`src/sv/keyed_priority_task_table_core_assert.svh`:
```
// assertion macros used by the task table rtl
`ifndef KEYED_PRIORITY_TASK_TABLE_CORE_ASSERT_SVH
`define KEYED_PRIORITY_TASK_TABLE_CORE_ASSERT_SVH

`ifndef NO_ASSERTIONS
// condition must hold in the same cycle
`define KPTT_ASSERT_IMPLIES(label, clk, rst_n, ante, cons, msg) \
    label: assert property (@(posedge clk) disable iff (!rst_n) (ante) |-> (cons)) \
        else $error(msg);
// condition must hold in the following cycle
`define KPTT_ASSERT_NEXT(label, clk, rst_n, ante, cons, msg) \
    label: assert property (@(posedge clk) disable iff (!rst_n) (ante) |=> (cons)) \
        else $error(msg);
`else
`define KPTT_ASSERT_IMPLIES(label, clk, rst_n, ante, cons, msg)
`define KPTT_ASSERT_NEXT(label, clk, rst_n, ante, cons, msg)
`endif

`endif

```
`src/sv/kptt_pkg.sv`:
```
// types and constants of the keyed priority task table
package kptt_pkg;

    localparam int CAPACITY_DEF = 64;
    localparam int CMD_W        = 2;
    localparam int STATUS_W     = 2;
    localparam int USER_W       = 16;
    localparam int TASK_W       = 16;
    localparam int PRIO_W       = 32;

    typedef enum logic [CMD_W-1:0] {
        CMD_ADD    = 2'd0,
        CMD_EDIT   = 2'd1,
        CMD_REMOVE = 2'd2,
        CMD_EXEC   = 2'd3
    } cmd_t;

    typedef enum logic [STATUS_W-1:0] {
        ST_OK        = 2'd0,
        ST_NOT_FOUND = 2'd1,
        ST_FULL      = 2'd2,
        ST_EMPTY     = 2'd3
    } status_t;

    typedef enum logic [2:0] {
        S_CLEAR,
        S_IDLE,
        S_SCAN,
        S_COMMIT,
        S_RESP
    } state_t;

    // one table slot as stored in the ram
    typedef struct packed {
        logic              valid;
        logic [USER_W-1:0] user;
        logic [TASK_W-1:0] task_id;
        logic [PRIO_W-1:0] prio;
    } entry_t;

    localparam int ENTRY_W = $bits(entry_t);

    // controller to datapath commands
    typedef struct packed {
        logic clear_wr;
        logic load_item;
        logic scan_start;
        logic scan_run;
        logic commit;
    } ctrl_cmd_t;

    // datapath to controller status
    typedef struct packed {
        logic clear_last;
        logic scan_last;
    } ctrl_stat_t;

endpackage

```
`src/sv/kptt_ram.sv`:
```
// generic simple dual port ram with registered read
module kptt_ram #(
    parameter int WIDTH = 8,
    parameter int DEPTH = 16,
    localparam int AW   = $clog2(DEPTH)
) (
    input  logic             clk,
    input  logic             we,
    input  logic [AW-1:0]    waddr,
    input  logic [WIDTH-1:0] wdata,
    input  logic [AW-1:0]    raddr,
    output logic [WIDTH-1:0] rdata
);

    logic [WIDTH-1:0] mem_reg [DEPTH];
    logic [WIDTH-1:0] rdata_reg;

    // write port and registered read port
    always_ff @(posedge clk) begin
        if (we) begin
            mem_reg[waddr] <= wdata;
        end
        rdata_reg <= mem_reg[raddr];
    end

    assign rdata = rdata_reg;

endmodule

```
`src/sv/kptt_ctrl.sv`:
```
// controller state machine of the task table
module kptt_ctrl (
    input  logic                   aclk,
    input  logic                   aresetn,
    input  logic                   s_valid,
    output logic                   s_ready,
    output logic                   m_valid,
    input  logic                   m_ready,
    input  kptt_pkg::ctrl_stat_t   stat,
    output kptt_pkg::ctrl_cmd_t    cmd
);
    import kptt_pkg::*;

    state_t state_reg;
    state_t state_next;

    // state register
    always_ff @(posedge aclk) begin
        if (!aresetn) begin
            state_reg <= S_CLEAR;
        end else begin
            state_reg <= state_next;
        end
    end

    // next state and command decode
    always_comb begin
        state_next = state_reg;
        cmd        = '0;
        s_ready    = 1'b0;
        m_valid    = 1'b0;
        unique case (state_reg)
            S_CLEAR: begin
                cmd.clear_wr = 1'b1;
                if (stat.clear_last) begin
                    state_next = S_IDLE;
                end
            end
            S_IDLE: begin
                s_ready = 1'b1;
                if (s_valid) begin
                    cmd.load_item  = 1'b1;
                    cmd.scan_start = 1'b1;
                    state_next     = S_SCAN;
                end
            end
            S_SCAN: begin
                cmd.scan_run = 1'b1;
                if (stat.scan_last) begin
                    state_next = S_COMMIT;
                end
            end
            S_COMMIT: begin
                cmd.commit = 1'b1;
                state_next = S_RESP;
            end
            S_RESP: begin
                m_valid = 1'b1;
                if (m_ready) begin
                    state_next = S_IDLE;
                end
            end
            default: begin
                state_next = S_CLEAR;
            end
        endcase
    end

endmodule

```
`src/sv/kptt_datapath.sv`:
```
// scan datapath: slot lookup, free slot and top selection, table update
module kptt_datapath #(
    parameter int CAPACITY = kptt_pkg::CAPACITY_DEF,
    localparam int IDX_W   = $clog2(CAPACITY)
) (
    input  logic                          aclk,
    input  logic                          aresetn,
    input  logic [kptt_pkg::CMD_W-1:0]    s_cmd,
    input  logic [kptt_pkg::USER_W-1:0]   s_user_id,
    input  logic [kptt_pkg::TASK_W-1:0]   s_task_id,
    input  logic [kptt_pkg::PRIO_W-1:0]   s_priority_req,
    input  kptt_pkg::ctrl_cmd_t           cmd,
    output kptt_pkg::ctrl_stat_t          stat,
    output logic [kptt_pkg::STATUS_W-1:0] m_status,
    output logic [kptt_pkg::USER_W-1:0]   m_top_user,
    output logic                          ram_we,
    output logic [IDX_W-1:0]              ram_waddr,
    output logic [kptt_pkg::ENTRY_W-1:0]  ram_wdata,
    output logic [IDX_W-1:0]              ram_raddr,
    input  logic [kptt_pkg::ENTRY_W-1:0]  ram_rdata
);
    import kptt_pkg::*;

    localparam logic [IDX_W-1:0] LAST = IDX_W'(CAPACITY - 1);

    // captured word
    cmd_t              cmd_reg,  cmd_next;
    logic [USER_W-1:0] user_reg, user_next;
    logic [TASK_W-1:0] key_reg,  key_next;
    logic [PRIO_W-1:0] prio_reg, prio_next;

    // scan control
    logic [IDX_W-1:0]  addr_reg, addr_next;
    logic              issue_on_reg, issue_on_next;
    logic              data_valid_reg, data_valid_next;
    logic [IDX_W-1:0]  data_idx_reg, data_idx_next;

    // scan trackers
    logic              match_found_reg, match_found_next;
    logic [IDX_W-1:0]  match_idx_reg, match_idx_next;
    logic [USER_W-1:0] match_user_reg, match_user_next;
    logic              free_found_reg, free_found_next;
    logic [IDX_W-1:0]  free_idx_reg, free_idx_next;
    logic              best_found_reg, best_found_next;
    logic [IDX_W-1:0]  best_idx_reg, best_idx_next;
    logic [PRIO_W-1:0] best_prio_reg, best_prio_next;
    logic [TASK_W-1:0] best_task_reg, best_task_next;
    logic [USER_W-1:0] best_user_reg, best_user_next;

    // result word
    status_t           status_reg, status_next;
    logic [USER_W-1:0] top_user_reg, top_user_next;

    entry_t rd_entry;
    entry_t wr_entry;
    logic   better;

    assign rd_entry  = entry_t'(ram_rdata);
    assign ram_raddr = addr_reg;
    assign ram_wdata = wr_entry;

    assign stat.clear_last = (addr_reg == LAST);
    assign stat.scan_last  = data_valid_reg && (data_idx_reg == LAST);

    assign m_status   = status_reg;
    assign m_top_user = top_user_reg;

    // higher priority wins, then higher task id
    assign better = !best_found_reg ||
                    (rd_entry.prio > best_prio_reg) ||
                    ((rd_entry.prio == best_prio_reg) && (rd_entry.task_id > best_task_reg));

    // next state of the datapath and table write
    always_comb begin
        cmd_next         = cmd_reg;
        user_next        = user_reg;
        key_next         = key_reg;
        prio_next        = prio_reg;
        addr_next        = addr_reg;
        issue_on_next    = issue_on_reg;
        data_valid_next  = 1'b0;
        data_idx_next    = data_idx_reg;
        match_found_next = match_found_reg;
        match_idx_next   = match_idx_reg;
        match_user_next  = match_user_reg;
        free_found_next  = free_found_reg;
        free_idx_next    = free_idx_reg;
        best_found_next  = best_found_reg;
        best_idx_next    = best_idx_reg;
        best_prio_next   = best_prio_reg;
        best_task_next   = best_task_reg;
        best_user_next   = best_user_reg;
        status_next      = status_reg;
        top_user_next    = top_user_reg;
        ram_we           = 1'b0;
        ram_waddr        = addr_reg;
        wr_entry         = '0;

        // clearing pass after reset
        if (cmd.clear_wr) begin
            ram_we    = 1'b1;
            addr_next = (addr_reg == LAST) ? '0 : addr_reg + 1'b1;
        end

        // capture the word and arm the scan
        if (cmd.load_item) begin
            cmd_next  = cmd_t'(s_cmd);
            user_next = s_user_id;
            key_next  = s_task_id;
            prio_next = s_priority_req;
        end
        if (cmd.scan_start) begin
            addr_next       = '0;
            issue_on_next   = 1'b1;
            match_found_next = 1'b0;
            free_found_next = 1'b0;
            best_found_next = 1'b0;
        end

        // one read issued per cycle
        if (cmd.scan_run && issue_on_reg) begin
            data_valid_next = 1'b1;
            data_idx_next   = addr_reg;
            if (addr_reg == LAST) begin
                issue_on_next = 1'b0;
            end else begin
                addr_next = addr_reg + 1'b1;
            end
        end

        // evaluate the slot read in the previous cycle
        if (cmd.scan_run && data_valid_reg) begin
            if (rd_entry.valid && (rd_entry.task_id == key_reg) && !match_found_reg) begin
                match_found_next = 1'b1;
                match_idx_next   = data_idx_reg;
                match_user_next  = rd_entry.user;
            end
            if (!rd_entry.valid && !free_found_reg) begin
                free_found_next = 1'b1;
                free_idx_next   = data_idx_reg;
            end
            if (rd_entry.valid && better) begin
                best_found_next = 1'b1;
                best_idx_next   = data_idx_reg;
                best_prio_next  = rd_entry.prio;
                best_task_next  = rd_entry.task_id;
                best_user_next  = rd_entry.user;
            end
        end

        // apply the command and form the result
        if (cmd.commit) begin
            status_next   = ST_OK;
            top_user_next = '0;
            case (cmd_reg)
                CMD_ADD: begin
                    wr_entry.valid   = 1'b1;
                    wr_entry.user    = user_reg;
                    wr_entry.task_id = key_reg;
                    wr_entry.prio    = prio_reg;
                    if (match_found_reg) begin
                        ram_we    = 1'b1;
                        ram_waddr = match_idx_reg;
                    end else if (free_found_reg) begin
                        ram_we    = 1'b1;
                        ram_waddr = free_idx_reg;
                    end else begin
                        status_next = ST_FULL;
                    end
                end
                CMD_EDIT: begin
                    wr_entry.valid   = 1'b1;
                    wr_entry.user    = match_user_reg;
                    wr_entry.task_id = key_reg;
                    wr_entry.prio    = prio_reg;
                    ram_waddr        = match_idx_reg;
                    if (match_found_reg) begin
                        ram_we = 1'b1;
                    end else begin
                        status_next = ST_NOT_FOUND;
                    end
                end
                CMD_REMOVE: begin
                    ram_waddr = match_idx_reg;
                    if (match_found_reg) begin
                        ram_we = 1'b1;
                    end else begin
                        status_next = ST_NOT_FOUND;
                    end
                end
                default: begin
                    ram_waddr = best_idx_reg;
                    if (best_found_reg) begin
                        ram_we        = 1'b1;
                        top_user_next = best_user_reg;
                    end else begin
                        status_next = ST_EMPTY;
                    end
                end
            endcase
        end
    end

    // control registers
    always_ff @(posedge aclk) begin
        if (!aresetn) begin
            addr_reg        <= '0;
            issue_on_reg    <= 1'b0;
            data_valid_reg  <= 1'b0;
            match_found_reg <= 1'b0;
            free_found_reg  <= 1'b0;
            best_found_reg  <= 1'b0;
        end else begin
            addr_reg        <= addr_next;
            issue_on_reg    <= issue_on_next;
            data_valid_reg  <= data_valid_next;
            match_found_reg <= match_found_next;
            free_found_reg  <= free_found_next;
            best_found_reg  <= best_found_next;
        end
    end

    // payload registers
    always_ff @(posedge aclk) begin
        cmd_reg        <= cmd_next;
        user_reg       <= user_next;
        key_reg        <= key_next;
        prio_reg       <= prio_next;
        data_idx_reg   <= data_idx_next;
        match_idx_reg  <= match_idx_next;
        match_user_reg <= match_user_next;
        free_idx_reg   <= free_idx_next;
        best_idx_reg   <= best_idx_next;
        best_prio_reg  <= best_prio_next;
        best_task_reg  <= best_task_next;
        best_user_reg  <= best_user_next;
        status_reg     <= status_next;
        top_user_reg   <= top_user_next;
    end

endmodule

```
`src/sv/keyed_priority_task_table_core.sv`:
```
// Flow: an accepted word runs through the scan and commit states, and m_valid
// rises in the response state; no new word is taken until m_ready takes that
// result. Every command scans all slots through the single read port of the
// table ram, one slot a cycle. Reset: synchronous, active low; afterwards a
// clearing pass marks every slot free while s_ready stays low.
// top level of the keyed priority task table
module keyed_priority_task_table_core #(
    parameter int CAPACITY = kptt_pkg::CAPACITY_DEF
) (
    input  logic                          aclk,
    input  logic                          aresetn,
    input  logic                          s_valid,
    output logic                          s_ready,
    input  logic [kptt_pkg::CMD_W-1:0]    s_cmd,
    input  logic [kptt_pkg::USER_W-1:0]   s_user_id,
    input  logic [kptt_pkg::TASK_W-1:0]   s_task_id,
    input  logic [kptt_pkg::PRIO_W-1:0]   s_priority_req,
    output logic                          m_valid,
    input  logic                          m_ready,
    output logic [kptt_pkg::STATUS_W-1:0] m_status,
    output logic [kptt_pkg::USER_W-1:0]   m_top_user
);
    import kptt_pkg::*;

    `include "keyed_priority_task_table_core_assert.svh"

    localparam int IDX_W = $clog2(CAPACITY);

    ctrl_cmd_t          cmd;
    ctrl_stat_t         stat;
    logic               ram_we;
    logic [IDX_W-1:0]   ram_waddr;
    logic [ENTRY_W-1:0] ram_wdata;
    logic [IDX_W-1:0]   ram_raddr;
    logic [ENTRY_W-1:0] ram_rdata;

    // sequencer
    kptt_ctrl u_ctrl (
        .aclk    (aclk),
        .aresetn (aresetn),
        .s_valid (s_valid),
        .s_ready (s_ready),
        .m_valid (m_valid),
        .m_ready (m_ready),
        .stat    (stat),
        .cmd     (cmd)
    );

    // scan and update logic
    kptt_datapath #(
        .CAPACITY (CAPACITY)
    ) u_datapath (
        .aclk           (aclk),
        .aresetn        (aresetn),
        .s_cmd          (s_cmd),
        .s_user_id      (s_user_id),
        .s_task_id      (s_task_id),
        .s_priority_req (s_priority_req),
        .cmd            (cmd),
        .stat           (stat),
        .m_status       (m_status),
        .m_top_user     (m_top_user),
        .ram_we         (ram_we),
        .ram_waddr      (ram_waddr),
        .ram_wdata      (ram_wdata),
        .ram_raddr      (ram_raddr),
        .ram_rdata      (ram_rdata)
    );

    // task table storage
    kptt_ram #(
        .WIDTH (ENTRY_W),
        .DEPTH (CAPACITY)
    ) u_table (
        .clk   (aclk),
        .we    (ram_we),
        .waddr (ram_waddr),
        .wdata (ram_wdata),
        .raddr (ram_raddr),
        .rdata (ram_rdata)
    );

    // checks
    `KPTT_ASSERT_IMPLIES(a_no_overlap, aclk, aresetn, m_valid, !s_ready, "ready while result pending")
    `KPTT_ASSERT_NEXT(a_busy_after_accept, aclk, aresetn, s_valid && s_ready, !s_ready, "second word taken")
    `KPTT_ASSERT_NEXT(a_single_result, aclk, aresetn, m_valid && m_ready, !m_valid, "result repeated")
    `KPTT_ASSERT_IMPLIES(a_user_zero, aclk, aresetn, m_valid && (m_status != ST_OK), m_top_user == '0, "user on failure")

endmodule
```
`config.mk`:
```
export PLATFORM = sky130hd
export DESIGN_NAME = keyed_priority_task_table_core
export DESIGN_NICKNAME = d
export VERILOG_FILES = /design/src/sv/kptt_pkg.sv /design/src/sv/kptt_ram.sv /design/src/sv/kptt_ctrl.sv /design/src/sv/kptt_datapath.sv /design/src/sv/keyed_priority_task_table_core.sv
export VERILOG_INCLUDE_DIRS = /design/src /design/src/sv
export SDC_FILE = /design/constraint.sdc
export NUM_CORES = 2
export LEC_CHECK = 0
export BUFFER_PORTS_ARGS = -buffer_cell sky130_fd_sc_hd__buf_2
export CAP_MARGIN = 20
export CORE_MARGIN = 2
export CORE_UTILIZATION = 60
export CTS_BUF_LIST = sky130_fd_sc_hd__clkbuf_4 sky130_fd_sc_hd__clkbuf_8
export DETAILED_ROUTE_END_ITERATION = 10
export PLACE_DENSITY = 0.84
export SLEW_MARGIN = 20
export SYNTH_ARGS = -nofsm -noshare
export SYNTH_HDL_FRONTEND = slang
export SYNTH_HIERARCHICAL = 1
export SYNTH_MEMORY_MAX_BITS = 65536
export SYNTH_SLANG_ARGS = --single-unit
```
`constraint.sdc`:
```
create_clock -name aclk -period 17.84 [get_ports aclk]
set_clock_uncertainty 0.05 [all_clocks]
set_input_delay 1.784 -clock aclk [delete_from_list [all_inputs] [get_ports aclk]]
set_output_delay 1.784 -clock aclk [all_outputs]
set_load 0.01 [all_outputs]
```
==> summary.txt <==
Setup path
  – Required arrival time at the worst endpoint: 18740 ps
  – Crit path arrival time: 7700 ps
  – Worst-path fanout max: 72
  – Worst-case reg-to-reg path depth: 9
  – Critical path endpoint category: flop
  – Crit start category: flop
  – CP Class: flop to flop

Floorplan
  – Core outline area: 0.277 mm2
  – Full die area: 0.283 mm2
  – IO Pins: 90
  – Initial core utilization: 0.604
  – Die boundary height: 532 um
  – Standard-cell row count: 193
  – Die W: 532 um

Timing
  – Worst slew margin: 0.120
  – Portion of the clock cycle consumed by the worst path in the final layout: 0.381
  – Final count of pins violating max slew: 0
  – Slew @ Worst Pin: 1320 ps
  – Worst setup margin: 11040 ps
  – Total setup violations reported at the end of the flow: 0
  – RSZ-0062 raised after global routing: no
  – Minimum period implied by the final worst setup slack: 6800 ps
  – Final hold violation count: 0
  – Setup Total Neg Slack: 0 ps
  – Highest clock frequency the design can meet: 0.147 GHz

Synth
  – Combined area of all synthesized cells: 0.167 mm2
  – Flop and latch count out of synthesis: 4427
  – Top-area cell type share of the netlist area: 0.781
  – Yosys warning count: 6
  – Avg Cell Area, Syn: 23.1 um2
  – Predominant post-synthesis flop cell: sky130_fd_sc_hd__edfxtp_1
  – Synth top area cells: sky130_fd_sc_hd__edfxtp_1, sky130_fd_sc_hd__mux4_2, sky130_fd_sc_hd__a22oi_1
  – Number of instances in the synthesized netlist: 7244
  – Seq/Total Area, Yosys: 0.791
  – Count of flip-flops with a built-in enable after synthesis: 4348
  – Most area-hungry cell type in the Yosys netlist: sky130_fd_sc_hd__edfxtp_1
  – Async SR Flop Fraction: 0
  – Post-synthesis cell type count: 59
  – Nets in the synthesized netlist: 7367

Routing
  – Total via count in the routed design: 88168
  – Vias/cell: 7.29
  – WL/cell: 39.2 um
  – Sum of routed wire length over all layers: 474 mm
  – Initial DRT Pass Iterations: 7
  – Number of antenna-violating nets in the routed design: 0
  – Initial detailed-routing violation count: 17941
  – Final routed DRC violation total: 0

Cells and area
  – Final standard cell utilization of the core: 0.673
  – Flip-flop count of the largest register, all copies and words added: 4160
  – Layout cell share with drive strength beyond 1: 0.309
  – P&R area growth vs syn: 11.4%
  – Final net count: 7968
  – Most used cells in the layout excluding fill and tap cells: sky130_fd_sc_hd__edfxtp_1, sky130_fd_sc_hd__mux4_2, sky130_fd_sc_hd__clkbuf_8
  – Leading cell type in the layout, fill and taps excluded: sky130_fd_sc_hd__edfxtp_1

Clock network
  – Clock Path Buffers: 4
  – Num Clock Sinks: 4427
  – CTS tree: yes
  – CTS hold repair buffers: 0
  – Cts bufs inserted: 652
  – Worst-Skew Late Latency: 1130 ps
  – Post-cts sizing count: 0
  – Root buf cell: sky130_fd_sc_hd__clkbuf_8
  – Worst-path clk slew: 60 ps
  – H-tree level count: 6
  – Number of setup buffers added after CTS: 0

GRT
  – Aggregate global-route resource usage: 0.331
  – Wire length of the first global-routing pass: 656 mm
  – Number of antenna violations at the first check in global routing: 16
  – Maximum number of pins on one net before global-route repair: 134
  – Total global routing overflow: 0
  – Number of global-route vias before repair: 88401

Power
  – PD cells: 109 mW/mm2
  – Lkg Pwr: 0.0678 uW
  – Worst vdd ir: 63.5 uV

Placed design
  – Count of buffers from port buffering: 89
  – Gp weighted congestion: 0.843
  – Worst-case setup slack after placement: 11340 ps
  – HPWL after detailed placement: 244 mm

Job
  – Count of maximum capacitance violations: 0

Hold path
  – Classification of the worst-slack hold path: flop to flop
  – Cells on Worst Hold Path: 0

Status
  – Run status: finished clean
==> final cells by class <==
class                   count  area (um2)
diodes                     18        45.0
repair buffers            345        2780
fillers                 15253       90600
clock buffers             924       11100
clock inverters           249        1580
flip-flops and latches   4427      132000
multi-input cells        2361       33600
inverters                  58         218
well taps                3705        4640
==> layer usage <==
layer  share of wire  GRT usage  wire (um)  vias to the layer above
met2            0.46      0.498     217000                     9461
met3            0.18      0.117      83900                     1992
li1                -          -          -                    32367
met1            0.30      0.426     141000                    44328
met4           0.068      0.182      32400                       20
met5         0.00050    0.00186        238                        -
==> critical path: stages, from the launching register on <==
cell and delay (ps):
sky130_fd_sc_hd__dfxtp_4 940, sky130_fd_sc_hd__buf_4 610, sky130_fd_sc_hd__buf_4 790, sky130_fd_sc_hd__buf_4 780, sky130_fd_sc_hd__buf_4 960, sky130_fd_sc_hd__buf_4 1010
sky130_fd_sc_hd__mux4_2 640, sky130_fd_sc_hd__mux2i_1 270, sky130_fd_sc_hd__a211oi_1 120, sky130_fd_sc_hd__o211a_1 260
==> power by group <==
part	internal, uW	switching [uW]	total, uW
combinational	291	477	768
clock	4150	3910	8060
sequential	11300	71.0	11400
total	15800	4460	20200
==> Yosys cell counts, types with 65 or more instances <==
| master | count |
|---|---|
| sky130_fd_sc_hd__and2_1 | 68 |
| sky130_fd_sc_hd__dfxtp_1 | 79 |
| sky130_fd_sc_hd__edfxtp_1 | 4348 |
| sky130_fd_sc_hd__mux2i_1 | 104 |
| sky130_fd_sc_hd__o22ai_1 | 131 |
| sky130_fd_sc_hd__nand3_1 | 123 |
| sky130_fd_sc_hd__a211oi_1 | 67 |
| sky130_fd_sc_hd__a22oi_1 | 283 |
| sky130_fd_sc_hd__mux4_2 | 1040 |
| sky130_fd_sc_hd__buf_2 | 187 |
| sky130_fd_sc_hd__clkbuf_1 | 138 |
| sky130_fd_sc_hd__o211a_1 | 65 |
| sky130_fd_sc_hd__nor2_1 | 122 |
==> logic make-up (layout without fill, tap and decap cells) <==
group | count (synthesis) | after routing | share of synthesized area
buffers and inverters | 456 | 1576 | 0.0133
other | 0 | 18 | 0
AO/OA/AOI/OAI | 674 | 674 | 0.0302
flip-flops | 4427 | 4427 | 0.791
adder cells (fa/ha/maj) | 53 | 53 | 0.00397
multiplexers | 1145 | 1145 | 0.146
XOR/XNOR | 16 | 16 | 0.000838
AND/OR/NAND/NOR | 473 | 473 | 0.0148
==> worst paths after layout <==
check,startpoint,endpoint,slack [ps]
worst max-delay path,u_datapath/ram_raddr[1],u_table/rdata[5],11040
worst min-delay path,u_table/rdata[56],u_datapath/best_user_reg[8],380
worst max register to register,u_datapath/ram_raddr[1],u_table/rdata[5],11040
worst min register to register,u_table/rdata[56],u_datapath/best_user_reg[8],380
==> per-stage QoR <==
stage / power (uW) / area, um2 / std cells / hold WS, ps
4_1_cts: 20200 / 186000 / 12062 / 377
2_1_floorplan: 12100 / 167000 / 7244 / 354
3_3_place_gp: 12300 / 173000 / 10876 / 362
5_1_grt: 20700 / 186000 / 12076 / 392
6_report: 20200 / 186000 / 12087 / 379
3_5_place_dp: 12400 / 173000 / 10889 / 362
Note: power is estimated with default switching activity, not from simulation.
